--- src/hw/rtl/hrbs_pkg.sv ---
// ----------------------------------------------------------------------------
// HTTP response body splitter package
// Shared constants, result type and the status code decode.
// ----------------------------------------------------------------------------
package hrbs_pkg;

  localparam logic [7:0] CH_SPACE = 8'h20;
  localparam logic [7:0] CH_LF    = 8'h0A;
  localparam logic [7:0] CH_CR    = 8'h0D;
  localparam logic [7:0] CH_ZERO  = 8'h30;
  localparam logic [7:0] CH_NINE  = 8'h39;

  localparam logic [1:0] STATUS_LEN = 2'd3;

  typedef logic [2:0][7:0] status_chars_t;

  typedef struct packed {
    logic       valid;
    logic [7:0] body_byte;
    logic [9:0] status_code;
    logic       body_last;
  } result_t;

  function automatic logic is_digit(logic [7:0] c);
    return (c >= CH_ZERO) && (c <= CH_NINE);
  endfunction

  // value of the leading decimal digits; 0 until all three are captured
  function automatic logic [9:0] status_value(logic [1:0] cnt, status_chars_t chars);
    logic [3:0] n0;
    logic [3:0] n1;
    logic [3:0] n2;
    logic [9:0] v;
    n0 = chars[0][3:0];
    n1 = chars[1][3:0];
    n2 = chars[2][3:0];
    v  = '0;
    if (cnt == STATUS_LEN && is_digit(chars[0])) begin
      if (is_digit(chars[1])) begin
        if (is_digit(chars[2])) begin
          v = 10'(n0) * 10'd100 + 10'(n1) * 10'd10 + 10'(n2);
        end else begin
          v = 10'(n0) * 10'd10 + 10'(n1);
        end
      end else begin
        v = 10'(n0);
      end
    end
    return v;
  endfunction

endpackage

--- src/hw/rtl/hrbs_parser.sv ---
// ----------------------------------------------------------------------------
// HTTP response parser
// Tracks status capture and header end per beat; flags body bytes.
// ----------------------------------------------------------------------------
module hrbs_parser (
  input  logic             clk,
  input  logic             rst_n,
  input  logic             beat_en,
  input  logic [7:0]       data_byte,
  input  logic             end_of_segment,
  output hrbs_pkg::result_t res
);

  logic                    status_started_r, status_started_nxt;
  logic [1:0]              status_char_count_r, status_char_count_nxt;
  hrbs_pkg::status_chars_t status_chars_r, status_chars_nxt;
  logic                    line_is_blank_r, line_is_blank_nxt;
  logic                    in_body_r, in_body_nxt;
  logic                    body_open_r, body_open_nxt;

  always_comb begin
    status_started_nxt    = status_started_r;
    status_char_count_nxt = status_char_count_r;
    status_chars_nxt      = status_chars_r;
    line_is_blank_nxt     = line_is_blank_r;
    in_body_nxt           = in_body_r;
    body_open_nxt         = body_open_r;

    if (!body_open_r) begin
      if (data_byte == hrbs_pkg::CH_SPACE) begin
        status_started_nxt = 1'b1;
      end
      if (status_started_nxt && status_char_count_r != hrbs_pkg::STATUS_LEN &&
          data_byte != hrbs_pkg::CH_SPACE) begin
        unique case (status_char_count_r)
          2'd0:    status_chars_nxt[0] = data_byte;
          2'd1:    status_chars_nxt[1] = data_byte;
          2'd2:    status_chars_nxt[2] = data_byte;
          default: status_chars_nxt    = status_chars_r;
        endcase
        status_char_count_nxt = status_char_count_r + 2'd1;
      end
    end

    res.valid       = in_body_r;
    res.body_byte   = data_byte;
    res.status_code = hrbs_pkg::status_value(status_char_count_nxt, status_chars_nxt);
    res.body_last   = end_of_segment;

    if (in_body_r) begin
      body_open_nxt = 1'b1;
    end else begin
      if (data_byte == hrbs_pkg::CH_LF && line_is_blank_r) begin
        in_body_nxt = 1'b1;
      end
      if (data_byte == hrbs_pkg::CH_LF) begin
        line_is_blank_nxt = 1'b1;
      end else if (data_byte != hrbs_pkg::CH_CR) begin
        line_is_blank_nxt = 1'b0;
      end
    end

    if (end_of_segment) begin
      status_started_nxt    = 1'b0;
      status_char_count_nxt = '0;
      status_chars_nxt      = '0;
      line_is_blank_nxt     = 1'b0;
      in_body_nxt           = 1'b0;
      body_open_nxt         = 1'b0;
    end
  end

  always_ff @(posedge clk) begin
    if (!rst_n) begin
      status_started_r    <= 1'b0;
      status_char_count_r <= '0;
      status_chars_r      <= '0;
      line_is_blank_r     <= 1'b0;
      in_body_r           <= 1'b0;
      body_open_r         <= 1'b0;
    end else if (beat_en) begin
      status_started_r    <= status_started_nxt;
      status_char_count_r <= status_char_count_nxt;
      status_chars_r      <= status_chars_nxt;
      line_is_blank_r     <= line_is_blank_nxt;
      in_body_r           <= in_body_nxt;
      body_open_r         <= body_open_nxt;
    end
  end

endmodule

--- src/hw/rtl/http_response_body_splitter_top.sv ---
// ----------------------------------------------------------------------------
// HTTP response body splitter
// Splits the body off a received HTTP response segment, tagged with status.
//
// Input channel: one segment byte per beat (in_data_byte), the last byte of
// the segment marked by in_end_of_segment. Output channel: one beat per body
// byte (bytes after the blank line ending the header), carrying the parsed
// three-character status code (0 if incomplete) and out_body_last on the
// segment's final byte. Header bytes produce no output beat.
// A body byte appears on the output in the cycle after it is accepted.
// Throughput: one byte per cycle unless the receiver stalls, set by the
// single output register; a new byte is accepted while the previous result
// is being taken. When the receiver stalls with a result held, in_stall rises
// and the held beat stays unchanged until taken.
// Reset (synchronous, rst_n low) clears all parse state and empties the
// output register; parse state also clears after each segment's last byte.
// ----------------------------------------------------------------------------
module http_response_body_splitter_top (
  input  logic       clk,
  input  logic       rst_n,
  input  logic       in_valid,
  output logic       in_stall,
  input  logic [7:0] in_data_byte,
  input  logic       in_end_of_segment,
  output logic       out_valid,
  input  logic       out_stall,
  output logic [7:0] out_body_byte,
  output logic [9:0] out_status_code,
  output logic       out_body_last
);

  hrbs_pkg::result_t res;
  logic              beat_en;
  logic              out_valid_r;
  logic [7:0]        body_byte_r;
  logic [9:0]        status_code_r;
  logic              body_last_r;

  assign in_stall = out_valid_r & out_stall;
  assign beat_en  = in_valid & ~in_stall;

  hrbs_parser u_parser (
    .clk            (clk),
    .rst_n          (rst_n),
    .beat_en        (beat_en),
    .data_byte      (in_data_byte),
    .end_of_segment (in_end_of_segment),
    .res            (res)
  );

  always_ff @(posedge clk) begin
    if (!rst_n) begin
      out_valid_r <= 1'b0;
    end else if (beat_en) begin
      out_valid_r <= res.valid;
    end else if (!out_stall) begin
      out_valid_r <= 1'b0;
    end
  end

  always_ff @(posedge clk) begin
    if (beat_en) begin
      body_byte_r   <= res.body_byte;
      status_code_r <= res.status_code;
      body_last_r   <= res.body_last;
    end
  end

  assign out_valid       = out_valid_r;
  assign out_body_byte   = body_byte_r;
  assign out_status_code = status_code_r;
  assign out_body_last   = body_last_r;

endmodule
--- config.mk ---
export PLATFORM = sky130hd
export DESIGN_NAME = http_response_body_splitter_top
export DESIGN_NICKNAME = d
export VERILOG_FILES = /design/src/hw/rtl/hrbs_pkg.sv /design/src/hw/rtl/hrbs_parser.sv /design/src/hw/rtl/http_response_body_splitter_top.sv
export SDC_FILE = /design/constraint.sdc
export NUM_CORES = 1
export LEC_CHECK = 0
export ABC_AREA = 1
export BUFFER_PORTS_ARGS = -buffer_cell sky130_fd_sc_hd__buf_2
export CAP_MARGIN = 25
export CORE_ASPECT_RATIO = 0.8
export CORE_MARGIN = 4
export CORE_UTILIZATION = 50
export DETAILED_ROUTE_END_ITERATION = 12
export GPL_TIMING_DRIVEN = 0
export PLACE_DENSITY_LB_ADDON = 0.12
export SYNTH_ARGS = -nofsm -noshare
export SYNTH_HDL_FRONTEND = slang
export SYNTH_SLANG_ARGS = --single-unit
--- constraint.sdc ---
create_clock -name clk -period 6.75 [get_ports clk]
set_input_delay 0.675 -clock clk [delete_from_list [all_inputs] [get_ports clk]]
set_output_delay 0.675 -clock clk [all_outputs]
set_load 0.02 [all_outputs]
Word level (Yosys, flattened, before mapping)
Index checks and enable logic that the tools add are counted.
{ "word_totals": {"register_bits": 50, "output_inout_bits": 21, "elab_cells": 80} }
{ "op_classes": {"addsub": 4, "n_mul": 3, "magnitude_cmp": 6, "eq_ne": 11, "muxes": 26, "bitwise_logic": 3, "reduce_logical": 14} }
{ "op_table": {"columns": ["cell", "n"], "rows": [
  ["two-way mux 24 bit", 3],
  [">= comparator 8 x 6 -> 1 bit, second input constant", 3],
  ["less-or-equal comparator 8 x 6 -> 1 bit, second input constant", 3],
  ["two-way mux 8 bit", 3],
  ["two-way mux 1 bit", 15],
  ["multiplier 4 x 3 -> 7 bit, second input constant", 2],
  ["adder 10 x 4 -> 10 bit", 1],
  ["adder 10 x 8 -> 10 bit", 1],
  ["two-way mux 10 bit", 1],
  ["adder 8 x 4 -> 9 bit", 1],
  ["== test 8 x 4 -> 1 bit, second input constant", 1],
  ["== test 8 x 6 -> 1 bit, second input constant", 1],
  ["multiplier 4 x 5 -> 8 bit, second input constant", 1],
  ["!= test 8 x 4 -> 1 bit, second input constant", 1],
  ["!= test 8 x 6 -> 1 bit, second input constant", 1],
  ["logical AND 1 bit", 7],
  ["two-way mux 2 bit", 3],
  ["!= test 2 bit, second input constant", 3],
  ["AND reduction 2 bit", 3],
  ["== test 2 bit, second input constant", 2],
  ["two-way mux 4 bit", 1],
  ["AND reduction 3 bit", 1],
  ["nonzero test 3 bit", 1],
  ["adder 2 x 1 -> 2 bit, second input constant", 1],
  ["6 further kinds", 7]
]} }

Logic depth before layout (Yosys ltp)
Gate-level depths: netlist of the first run.
{ "logic_depth": {"ltp_word": 12, "depth_mapped": 24, "ltp_nobuf": 23} }

Cells and area by module
From an unflattened synthesis of the first run, not the netlist that was laid out.
{ "hier_totals": {"hier_cells": 460, "area_unflattened_um2": 3560.9} }
{ "by_module_without_submodules": {"columns": ["module", "n_inst", "cells_per_inst", "area_each_um2", "seq_area_each_um2"], "rows": [
  ["hrbs_parser", 1, 433, 2936.6, 600.6],
  ["http_response_body_splitter_top", 1, 27, 624.3, 590.6]
]} }

Least setup slack after synthesis of the first run
No wires, ideal clock.
{ "synth_timing": {"kind": "input to register", "from": "in in_data_byte[3]", "to": "reg status_code_r[8] (netlist: out_status_code[8]) (data pin)", "setup_ps": 256, "t_arrival_ps": 3939, "setup_slack_ps": 2555, "path_stages": 19, "cell_sequence": "clkinv_2 -> nand2_1 -> nor2_2 -> nand2_4 -> nand3_4 -> o21ai_0 -> ha_1 -> ha_1 -> fa_1 -> ha_1 -> ha_1 -> nand2_1 -> and3_1 -> or2_2 -> nand2_1 -> a21oi_1 -> xnor2_1 -> nand2_1 -> a21oi_1"} }
{ "synth_via": {"elab_chain_len": 11} }
{ "synth_lines": {"columns": ["item", "line_no", "text"], "rows": [
  ["start, declared", "http_response_body_splitter_top.sv:23", "input logic [7:0] in_data_byte,"],
  ["== test 8 x 6 -> 1 bit", "hrbs_parser.sv:30", "if (data_byte == hrbs_pkg::CH_SPACE) begin"],
  ["two-way mux 1 bit", "hrbs_parser.sv:30", null],
  ["two-way mux 1 bit", "hrbs_parser.sv:29", "if (!body_open_r) begin"],
  ["logical AND 1 bit (2 in a row)", "hrbs_parser.sv:33", "if (status_started_nxt && status_char_count_r != hrbs_pkg::STATUS_LEN &&"],
  ["two-way mux 24 bit", "hrbs_parser.sv:33", null],
  ["two-way mux 24 bit", "hrbs_parser.sv:29", null],
  ["multiplier 4 x 5 -> 8 bit (tied with other cells)", "hrbs_pkg.sv:41", "v = 10'(n0) * 10'd100 + 10'(n1) * 10'd10 + 10'(n2);"],
  ["adder 10 x 8 -> 10 bit or logical AND 1 bit (tied branches)", "hrbs_pkg.sv:41, hrbs_pkg.sv:25", null],
  ["adder 10 x 4 -> 10 bit or logical AND 1 bit (tied branches)", "hrbs_pkg.sv:41, hrbs_pkg.sv:38", null],
  ["two-way mux 10 bit or AND reduction 2 bit (tied branches)", null, null],
  ["end signal, assigned", "http_response_body_splitter_top.sv:64", "status_code_r <= res.status_code;"],
  ["end, declared", "http_response_body_splitter_top.sv:36", "logic [9:0] status_code_r;"]
]} }
Parallel ways exist; a longest one is shown, timed or not. The select of a mux whose other input is x is not followed.
A chain may end at the register's enable or synchronous reset.

Worst setup path after layout of the first run
{ "layout_timing": {"from": "reg u_parser.status_char_count_r[0]", "to": "reg status_code_r[8] (netlist: out_status_code[8]) (data pin)"} }
{ "layout_via": {"elab_chain_len": 9} }
{ "layout_lines": {"columns": ["item", "line_no", "text"], "rows": [
  ["start, declared", "hrbs_parser.sv:15", "logic [1:0] status_char_count_r, status_char_count_nxt;"],
  ["start signal, assigned", "hrbs_parser.sv:83", "status_char_count_r <= status_char_count_nxt;"],
  ["!= test 2 bit", "hrbs_parser.sv:33", null],
  ["logical AND 1 bit (2 in a row)", "hrbs_parser.sv:33", null],
  ["two-way mux 24 bit", "hrbs_parser.sv:33", null],
  ["two-way mux 24 bit", "hrbs_parser.sv:29", null],
  ["multiplier 4 x 5 -> 8 bit (tied with other cells)", "hrbs_pkg.sv:41", null],
  ["adder 10 x 8 -> 10 bit or logical AND 1 bit (tied branches)", "hrbs_pkg.sv:41, hrbs_pkg.sv:25", null],
  ["adder 10 x 4 -> 10 bit or logical AND 1 bit (tied branches)", "hrbs_pkg.sv:41, hrbs_pkg.sv:38", null],
  ["two-way mux 10 bit or AND reduction 2 bit (tied branches)", null, null]
]} }
Parallel ways exist; a longest one is shown, timed or not.

==> summary.txt, run 1 <==
Finish
  • Final #Nets: 553
  • P&R area growth vs syn: 10.3%
  • Diode count: 0
  • Layout cells sized above 1: 15.9%

Placed design
  • I/O Buffers: 33
  • Hpwl dp: 6330 microns
  • Gpl congestion: 0.842
  • Placement Setup Slack: 1690 ps

Synth
  • Post-synth top area cell: dfxtp_1
  • Top FF cell, synth: dfxtp_1
  • Syn Area/Cell: 7.72 sq um
  • Synth top area share: 17.6%
  • Ys async rst share: 0%
  • Commonest cells post-synth: 125 x nand2_1, 62 x inv_1, 42 x a21oi_1, 37 x ha_1, 31 x dfxtp_1
  • Cell variety after synth: 40
  • Synth warn: 0
  • Register area share after synthesis: 33.8%
  • Cell Area, Synth: 3530 sq um
  • Most frequent cell after synthesis: nand2_1
  • Largest cells by area after synthesis: dfxtp_1 18%, edfxtp_1 16%, nand2_1 13%, ha_1 13%, inv_1 6.6%
  • Post-synth EDFFs: 19
  • Synth Instances: 457
  • Syn Nets: 513
  • FF+latch count, synth: 50

Global route
  • Largest net degree at the start of global routing: 26
  • GRT Total Usage: 20.4%
  • GRT overflow: 0
  • First-pass GRT wire length: 13800 microns
  • Initial antenna violation count: 0
  • Vias in the first global route: 2750

Clocking
  • Worst-Skew Late Latency: 310 ps
  • Clock buffer count from CTS: 5
  • Clock slew at reported path FFs: 100 ps
  • Htree depth: 2
  • Post-CTS Hold Fix Bufs: 0
  • Clock sinks: 50
  • Root buf cell: clkbuf_8
  • CTS tree: yes
  • Post-CTS setup buffers: 0
  • Post_cts resized: 0
  • Clock buffer depth: 2

Timing
  • Slew HR: 33.4%
  • Fin crit share: 73.5%
  • Max Fclk: 0.201 GHz
  • Final hold viol count: 0
  • Slew Limit Fails: 0
  • Setup TNS: 0 ps
  • Fin Clk Skew: 6.49 ps
  • Post-route setup slack: 1790 ps
  • Post-layout minimum cycle time: 4960 ps
  • Worst-margin pin slew: 988 ps
  • Setup violators final: 0
  • Unrepaired setup endpoints after global routing: false

Floorplanning
  • Initial cell density of the core: 51.5%
  • Die H: 83.1 microns
  • # rows: 27
  • Die Area: 8470 sq um
  • Ports: 34
  • Placeable Area: 6860 sq um
  • Chip width: 102 microns

Power and ir drop
  • Pleak: 0.00182 uW
  • Pwr dens: 141 nW/um^2
  • Peak supply drop: 0.0000788 V

Drt
  • Drt drc: 0
  • Drt first pass iters: 4
  • Antenna Violating Nets Remaining: 0
  • Via density: 5.10
  • Routed len/inst: 14.0 microns
  • Drt total wl: 8210 microns
  • DR vias: 2982
  • DRT iter0 DRCs: 167

Min path
  • Hold WC Path Type: reg2reg

Run status
  • Outcome: completed

Critical path
  • Startpoint Class: register
  • Crit path kind: reg2reg
  • Crit end category: register
  • Critical Path AT: 5130 ps
  • CP Max Fanout: 6
  • Data required, critical path: 6920 ps

Job
  • Max Cap Violations: 0
kinds of logic (layout without fill, tap and decap cells):
| kind of cell | Yosys count | after routing | share of synthesized area [%] |
|---|---|---|---|
| DFF | 50 | 50 | 33.8 |
| AOI/OAI and AO/OA | 80 | 80 | 12.2 |
| buffers and inverters | 81 | 122 | 9.11 |
| xor gates and xnor gates | 8 | 8 | 1.99 |
| and+or+nand+nor | 195 | 195 | 26.4 |
| adders and majority gates | 43 | 43 | 16.5 |
power breakdown:
group / switching, uW / total, uW / internal [uW]
Sequential: 1.41 / 321 / 320
Combinational: 33.4 / 44.0 / 10.6
Clock: 111 / 185 / 73.5
Total: 146 / 550 / 404
sequential cells by signal, summed over array words and instances (netlist names):
register,flops
out_body_byte,8
out_body_last,1
out_status_code,10
out_valid,1
u_parser.body_open_r,1
u_parser.in_body_r,1
u_parser.line_is_blank_r,1
u_parser.status_char_count_r,2
u_parser.status_chars_r,24
u_parser.status_started_r,1
layout make-up:
class	count	area, sq um
Clock inverter	3	20.0
Clock buffer	5	68.8
Timing Repair Buffer	33	165
Sequential cell	50	1190
Inverter	71	269
Tap cell	87	109
Buffer	10	52.6
Fill cell	660	2970
Multi-Input combinational cell	326	2020
worst max-delay path: stages (launching register included):
cell and delay (ps):
dfxtp_1 360, ha_1 240, nor3_4 420, nand3_4 150, o21ai_0 790, ha_1 390
ha_1 220, fa_1 460, ha_1 320, ha_1 340, nand2_1 50, and3_1 180
or2_2 280, nand2_1 80, a21oi_1 70, xnor2_1 210, nand2_1 90, a21oi_1 150
per-stage QoR:
stage	utilization [%]	instance area (sq um)	std cells	hold slack [ps]	power [uW]
floorplan	-	3530	457	442	353
global placement	55.4	3800	577	450	372
detailed placement	55.4	3800	577	455	372
CTS	56.7	3890	585	471	553
global route	56.7	3890	585	490	571
finish	56.7	3890	585	468	550
final timing paths:
path                                    from                           to  slack (ps)  cells past startpoint
max reg2reg  u_parser.status_char_count_r[0]           out_status_code[8]        1790                     17
max          u_parser.status_char_count_r[0]           out_status_code[8]        1790                     17
min              u_parser.status_chars_r[23]  u_parser.status_chars_r[23]         470                      2
min reg2reg      u_parser.status_chars_r[23]  u_parser.status_chars_r[23]         470                      2
cells in the final DEF, fill, tap and decap left out, types with 17 or more instances in the layout:
| master | instances |
|---|---|
| a21oi_1 | 42 |
| buf_2 | 33 |
| dfxtp_1 | 31 |
| edfxtp_1 | 19 |
| ha_1 | 37 |
| inv_1 | 62 |
| nand2_1 | 125 |
| nand3_1 | 17 |
| nor2_1 | 20 |
| o21ai_0 | 17 |
routing by layer:
layer / vias up / track usage (%) / part of all wire [%]
met3: 7 / 3.95 / 6.6
met2: 66 / 28.6 / 41
met4: 0 / 4.41 / 0.95
met5: - / 0 / 0
li1: 1561 / - / -
met1: 1348 / 32.1 / 52
(Power assumes the default switching activity.)
==> inputs of run 2 (changes only) <==
ABC_AREA = 0   (was 1)
clock period = 4.8 ns   (was 6.75 ns; I/O delays follow)
==> run 2 against run 1 <==
Net effect:
- via count is 13% lower
- critical endpoint is now out_status_code[9]
- critical path type is now in2reg
- power is 43% higher
- routed wire length is 7.9% lower
- clock-buffer cell count is 1 higher
- largest cell class unchanged
- highest routed layer unchanged
==> summary.txt, run 2 <==
Drt
  • Drt drc: 0
  • Drt total wl: 7570 microns
  • DRT iter0 DRCs: 117
  • Via density: 5.72
  • Routed len/inst: 16.7 microns
  • DR vias: 2587
  • Antenna Violating Nets Remaining: 0
  • Drt first pass iters: 4

Synth
  • Synth warn: 0
  • Cell variety after synth: 52
  • Syn Area/Cell: 10.4 sq um
  • Synth Instances: 325
  • Cell Area, Synth: 3370 sq um
  • Largest cells by area after synthesis: dfxtp_1 18%, edfxtp_1 17%, ha_1 14%, nor2b_1 6.1%, a22oi_1 5.6%
  • FF+latch count, synth: 50
  • Register area share after synthesis: 35.4%
  • Synth top area share: 18.4%
  • Ys async rst share: 0%
  • Post-synth EDFFs: 19
  • Top FF cell, synth: dfxtp_1
  • Most frequent cell after synthesis: ha_1
  • Post-synth top area cell: dfxtp_1
  • Syn Nets: 381
  • Commonest cells post-synth: 37 x ha_1, 33 x nor2b_1, 31 x dfxtp_1, 25 x a22oi_1, 19 x edfxtp_1

Timing
  • Final hold viol count: 0
  • Unrepaired setup endpoints after global routing: false
  • Slew HR: 37.6%
  • Max Fclk: 0.218 GHz
  • Worst-margin pin slew: 935 ps
  • Fin Clk Skew: 19.4 ps
  • Post-layout minimum cycle time: 4590 ps
  • Slew Limit Fails: 0
  • Setup violators final: 0
  • Fin crit share: 95.6%

Floorplanning
  • Chip width: 99.8 microns
  • Die H: 81.4 microns
  • Placeable Area: 6470 sq um
  • # rows: 26
  • Initial cell density of the core: 52.0%
  • Ports: 34
  • Die Area: 8120 sq um

Critical path
  • Critical Path AT: 4730 ps
  • Worst path slowest cell: or4_4
  • Most used cell, CP: ha_1
  • Crit path kind: in2reg
  • Crit end category: register
  • Reg2reg start: u_parser.status_char_count_r[0]
  • CP Launch Point: in_data_byte[1]
  • Startpoint Class: input pin
  • R2R cell count: 18
  • R2R Path End: out_status_code[9]
  • Worst reg-to-reg setup slack: 440 ps
  • Data required, critical path: 4940 ps
  • Worst path max stage delay: 580 ps
  • CP Max Fanout: 9
  • Worst path cell trace: buf_2 -> buf_6 -> or4_4 -> o31ai_4 -> buf_6 -> buf_12 -> mux2_2 -> ha_1 -> ha_1 -> fa_2 -> xnor2_2 -> ha_1 -> ha_4 -> a21oi_1 -> o21ai_1 -> a21o_1 -> a21oi_1 -> xnor2_1 -> nor4_1

Placed design
  • Placement Cell Area: 3630 sq um
  • Hpwl dp: 5840 microns
  • Gpl congestion: 0.873
  • I/O Buffers: 32

Clocking
  • Worst-Skew Late Latency: 310 ps
  • Htree depth: 2
  • Clock slew at reported path FFs: 110 ps
  • CTS tree: yes
  • Clock sinks: 50
  • Clock buffer count from CTS: 5
  • Post-CTS Hold Fix Bufs: 0
  • Clock buffer depth: 2
  • Root buf cell: clkbuf_8

Finish
  • Diode count: 0
  • Filler Cell Count: 591
  • Footprint of the multi-input gates: 2100 sq um
  • Register area: 1190 sq um
  • Fin util: 58.8%
  • Most common cell after layout, fill and taps aside: ha_1
  • Largest Register: u_parser.status_chars_r
  • Final instance area: 3810 sq um
  • Final #Nets: 423
  • Layout cells sized above 1: 20.9%
  • P&R area growth vs syn: 13.0%
  • Largest register FFs: 24
  • Most frequent cells in the layout: 36 x ha_1, 33 x nor2b_1, 32 x buf_2

Power and ir drop
  • Peak supply drop: 0.000122 V
  • Pwr dens: 207 nW/um^2
  • Total Power: 788 uW
  • Pleak: 0.00160 uW

Min path
  • Worst hold start: in_data_byte[4]
  • WHS Path Cells: 1
  • Hold WC Path Type: in2reg
  • Hold endpoint: out_body_byte[4]

Global route
  • GRT Total Usage: 19.2%
  • GRT overflow: 0
  • Initial antenna violation count: 0
  • Largest net degree at the start of global routing: 26
  • Vias in the first global route: 2429
  • First-pass GRT wire length: 12300 microns

Job
  • Max Cap Violations: 0

Run status
  • Outcome: completed
-- run 2: per-stage QoR --
step / setup WS, ps / std cells / hold slack, ps / TNS (ps)
3_3_place_gp: -374 / 441 / 452 / -853
3_5_place_dp: -437 / 441 / 466 / -1320
4_1_cts: 60.2 / 451 / 355 / 0
6_report: 213 / 452 / 364 / 0
5_1_grt: 1.54 / 452 / 358 / 0
2_1_floorplan: 137 / 325 / 441 / 0
-- run 2: kinds of logic (layout without fill, tap and decap cells) --
kind of cell / count (synthesis) / after routing / share of synthesized area (%)
XOR/XNOR: 17 / 17 / 4.42
AO/OA/AOI/OAI: 78 / 78 / 17.2
adder cells (fa/ha/maj): 44 / 44 / 17.6
buffers and inverters: 26 / 69 / 3.34
AND/OR/NAND/NOR: 94 / 94 / 16.8
flip-flops: 50 / 50 / 35.4
multiplexers: 16 / 16 / 5.35
-- run 2: power breakdown --
part / switching, uW / internal, uW
Clock: 150 / 119
Combinational: 48.0 / 19.2
Sequential: 1.87 / 450
-- run 2: cell type report --
type	instances	share of cell area [%]
plain buffers	9	1.28
repair buffers	35	5.23
clock inverters	2	0.427
clock buffers	6	2.17
flip-flops and latches	50	31.3
multi-input cells	249	55.2
well taps	84	2.76
inverters	17	1.68
-- run 2: critical path, delay by kind of cell --
kind | cells | cell delay, ps
buffers and inverters | 4 | 530
XOR/XNOR | 2 | 220
adder cells (fa/ha/maj) | 5 | 1480
multiplexers | 1 | 370
AO/OA/AOI/OAI | 5 | 840
AND/OR/NAND/NOR | 2 | 790
-- run 2: timing repair --
item,in CTS,in global routing
setup buffers,2,1
pin swaps,1,2
setup endpoints to repair,1,3
resized for setup,1,6
-- run 2: worst max path at each step --
stage,depth (start not counted),to
CTS,19,out_status_code[9]
global placement,18,out_status_code[9]
global route,19,out_status_code[9]
floorplan,17,out_status_code[9]
finish,19,out_status_code[9]
detailed placement,18,out_status_code[9]
-- run 2: per-layer routing --
metal | wire length (microns) | up-vias | GRT usage [%] | share of wire, %
met5 | 0 | - | 0 | 0
met4 | 46 | 0 | 3.55 | 0.61
met3 | 517 | 6 | 3.48 | 6.8
met2 | 3130 | 69 | 28.4 | 41
met1 | 3880 | 1234 | 29.4 | 51
li1 | - | 1278 | - | -
==> inputs of run 3 (changes only) <==
BUFFER_PORTS_ARGS = -buffer_cell sky130_fd_sc_hd__buf_4   (was -buffer_cell sky130_fd_sc_hd__buf_2)
CAP_MARGIN = 10   (was 25)
CTS_CLUSTER_DIAMETER = 120   (was not set)
==> run 3 against run 2 <==
Net effect:
- worst setup slack got worse by 14 ps
- critical path type unchanged
- clock-buffer cell count is 1 higher
- first-iteration DRC count grew 40%
- non-clock buffer count up 1
- fmax decreased by 0.31%
- largest power group unchanged
- global-route usage up 0.66 points
==> summary.txt, run 3 (synthesis gave the netlist of run 2 again) <==
Clocking
  • Clock buffer count from CTS: 5
  • Worst-Skew Late Latency: 310 ps
  • Root buf cell: clkbuf_8
  • CTS tree: yes
  • Htree depth: 2
  • Clock sinks: 50
  • Post-CTS Hold Fix Bufs: 0
  • Clock buffer depth: 2
  • Clock slew at reported path FFs: 100 ps

Drt
  • Via density: 5.77
  • DR vias: 2613
  • Drt total wl: 7720 microns
  • Antenna Violating Nets Remaining: 0
  • Drt drc: 0
  • Drt first pass iters: 4
  • Routed len/inst: 17.0 microns
  • DRT iter0 DRCs: 164

Min path
  • Worst hold start: in_data_byte[4]
  • Hold endpoint: out_body_byte[4]
  • WHS Path Cells: 1
  • Hold WC Path Type: in2reg

Critical path
  • R2R cell count: 17
  • Startpoint Class: input pin
  • Most used cell, CP: ha_1
  • Reg2reg start: u_parser.status_char_count_r[0]
  • Data required, critical path: 4830 ps
  • Worst reg-to-reg setup slack: 530 ps
  • Critical Path AT: 4640 ps
  • Crit end category: register
  • Crit path kind: in2reg
  • Worst path cell trace: buf_4 -> buf_6 -> or4_4 -> o31ai_4 -> buf_4 -> mux2_2 -> ha_1 -> ha_1 -> fa_1 -> xnor2_2 -> ha_1 -> ha_4 -> a21oi_1 -> o21ai_1 -> a21o_1 -> a21oi_1 -> xnor2_1 -> nor4_1
  • CP Max Fanout: 9
  • Worst path slowest cell: or4_4
  • Worst path max stage delay: 580 ps
  • R2R Path End: out_status_code[9]

Finish
  • Final instance area: 3850 sq um
  • Most common cell after layout, fill and taps aside: buf_4
  • Layout cells sized above 1: 20.6%
  • Final #Nets: 424
  • Filler Cell Count: 557
  • Largest register FFs: 24
  • Footprint of the multi-input gates: 2090 sq um
  • Most frequent cells in the layout: 38 x buf_4, 36 x ha_1, 33 x nor2b_1
  • P&R area growth vs syn: 14.5%
  • Fin util: 59.5%
  • Diode count: 0
  • Largest Register: u_parser.status_chars_r
  • Register area: 1190 sq um

Placed design
  • Gpl congestion: 0.812
  • Placement Cell Area: 3710 sq um
  • Hpwl dp: 5910 microns
  • I/O Buffers: 32

Power and ir drop
  • Pleak: 0.00160 uW
  • Gate power share: 9.7%
  • Switch Pwr: 195 uW
  • Internal power: 580 uW
  • Sw Ratio: 25.2%
  • Sequential power share: 58.3%
  • Clk pwr share: 32.1%
  • Peak supply drop: 0.000122 V
  • Pwr dens: 201 nW/um^2
  • Total Power: 776 uW

Timing
  • Setup violators final: 0
  • Worst-margin pin slew: 943 ps
  • Fin crit share: 95.9%
  • Max Fclk: 0.217 GHz
  • Fin Clk Skew: 14.5 ps
  • Unrepaired setup endpoints after global routing: false
  • Slew HR: 37.0%
  • Slew Limit Fails: 0
  • Post-layout minimum cycle time: 4600 ps
  • Hold_ws: 355 ps
  • Final hold viol count: 0

Floorplanning
  • Initial cell density of the core: 52.0%
  • Die H: 81.4 microns
  • Placeable Area: 6470 sq um
  • Die Area: 8120 sq um
  • # rows: 26
  • Chip width: 99.8 microns
  • Ports: 34

Global route
  • Largest net degree at the start of global routing: 26
  • GRT Total Usage: 19.9%
  • Vias in the first global route: 2473
  • Initial antenna violation count: 0
  • GRT overflow: 0
  • First-pass GRT wire length: 12600 microns

Run status
  • Outcome: completed

Job
  • Max Cap Violations: 0
[run 3: changes by cell type in the layout (fill, tap and decap cells not counted), moves of 2 or more]
cell,change
clkbuf_1,+2
mux2i_2,+2
buf_2,-32
buf_4,+35
[run 3: layout make-up]
| cell class | instances | area share [%] |
|---|---|---|
| Buffer | 9 | 1.27 |
| Clock buffer | 7 | 1.98 |
| Clock inverter | 1 | 0.195 |
| Inverter | 17 | 1.66 |
| Multi-Input combinational cell | 249 | 54.3 |
| Sequential cell | 50 | 30.9 |
| Tap cell | 84 | 2.73 |
| Timing Repair Buffer | 36 | 7.01 |
[run 3: critical path, delay by kind of cell]
kind	cells	cell delay (ps)
simple gates	2	640
compound gates	5	980
xor+xnor	2	290
buf+inv	3	440
fa+ha+maj	5	1410
mux	1	380
[run 3: worst max-delay path by stage]
stage,cells after the start,end,from
after global placement,18,out_status_code[9],in_data_byte[1]
after global routing,18,out_status_code[9],in_data_byte[1]
after CTS,18,out_status_code[9],in_data_byte[1]
after detailed placement,18,out_status_code[9],in_data_byte[1]
after floorplan,17,out_status_code[9],in_data_byte[1]
final,18,out_status_code[9],in_data_byte[1]
[run 3: what timing repair did]
item	CTS	global route
setup endpoints to repair	2	3
resized for setup	1	4
hold endpoints to repair	0	0
setup buffers	3	1
pin swaps	1	1
[run 3: power groups by stage]
stage / logic [uW] / clock network [uW] / registers [uW]
2_1_floorplan: 23.9 / 0 / 476
3_3_place_gp: 74.1 / 0 / 462
3_5_place_dp: 74.6 / 0 / 462
4_1_cts: 74.9 / 251 / 452
5_1_grt: 80.4 / 271 / 453
6_report: 74.9 / 249 / 452
[run 3: through the flow]
stage	cells	worst slack (ps)	setup TNS, ps
after floorplan	325	137	0
after global placement	441	-367	-837
after detailed placement	441	-430	-1220
after CTS	452	58.5	0
after global routing	453	34.0	0
final	453	199	0
[run 3: routing by layer]
layer | vias up | GRT usage, % | share of wire (%)
li1 | 1275 | - | -
met1 | 1271 | 29.9 | 52
met2 | 61 | 29.6 | 41
met3 | 6 | 3.57 | 6.0
met4 | 0 | 4.50 | 0.83
met5 | - | 0 | 0
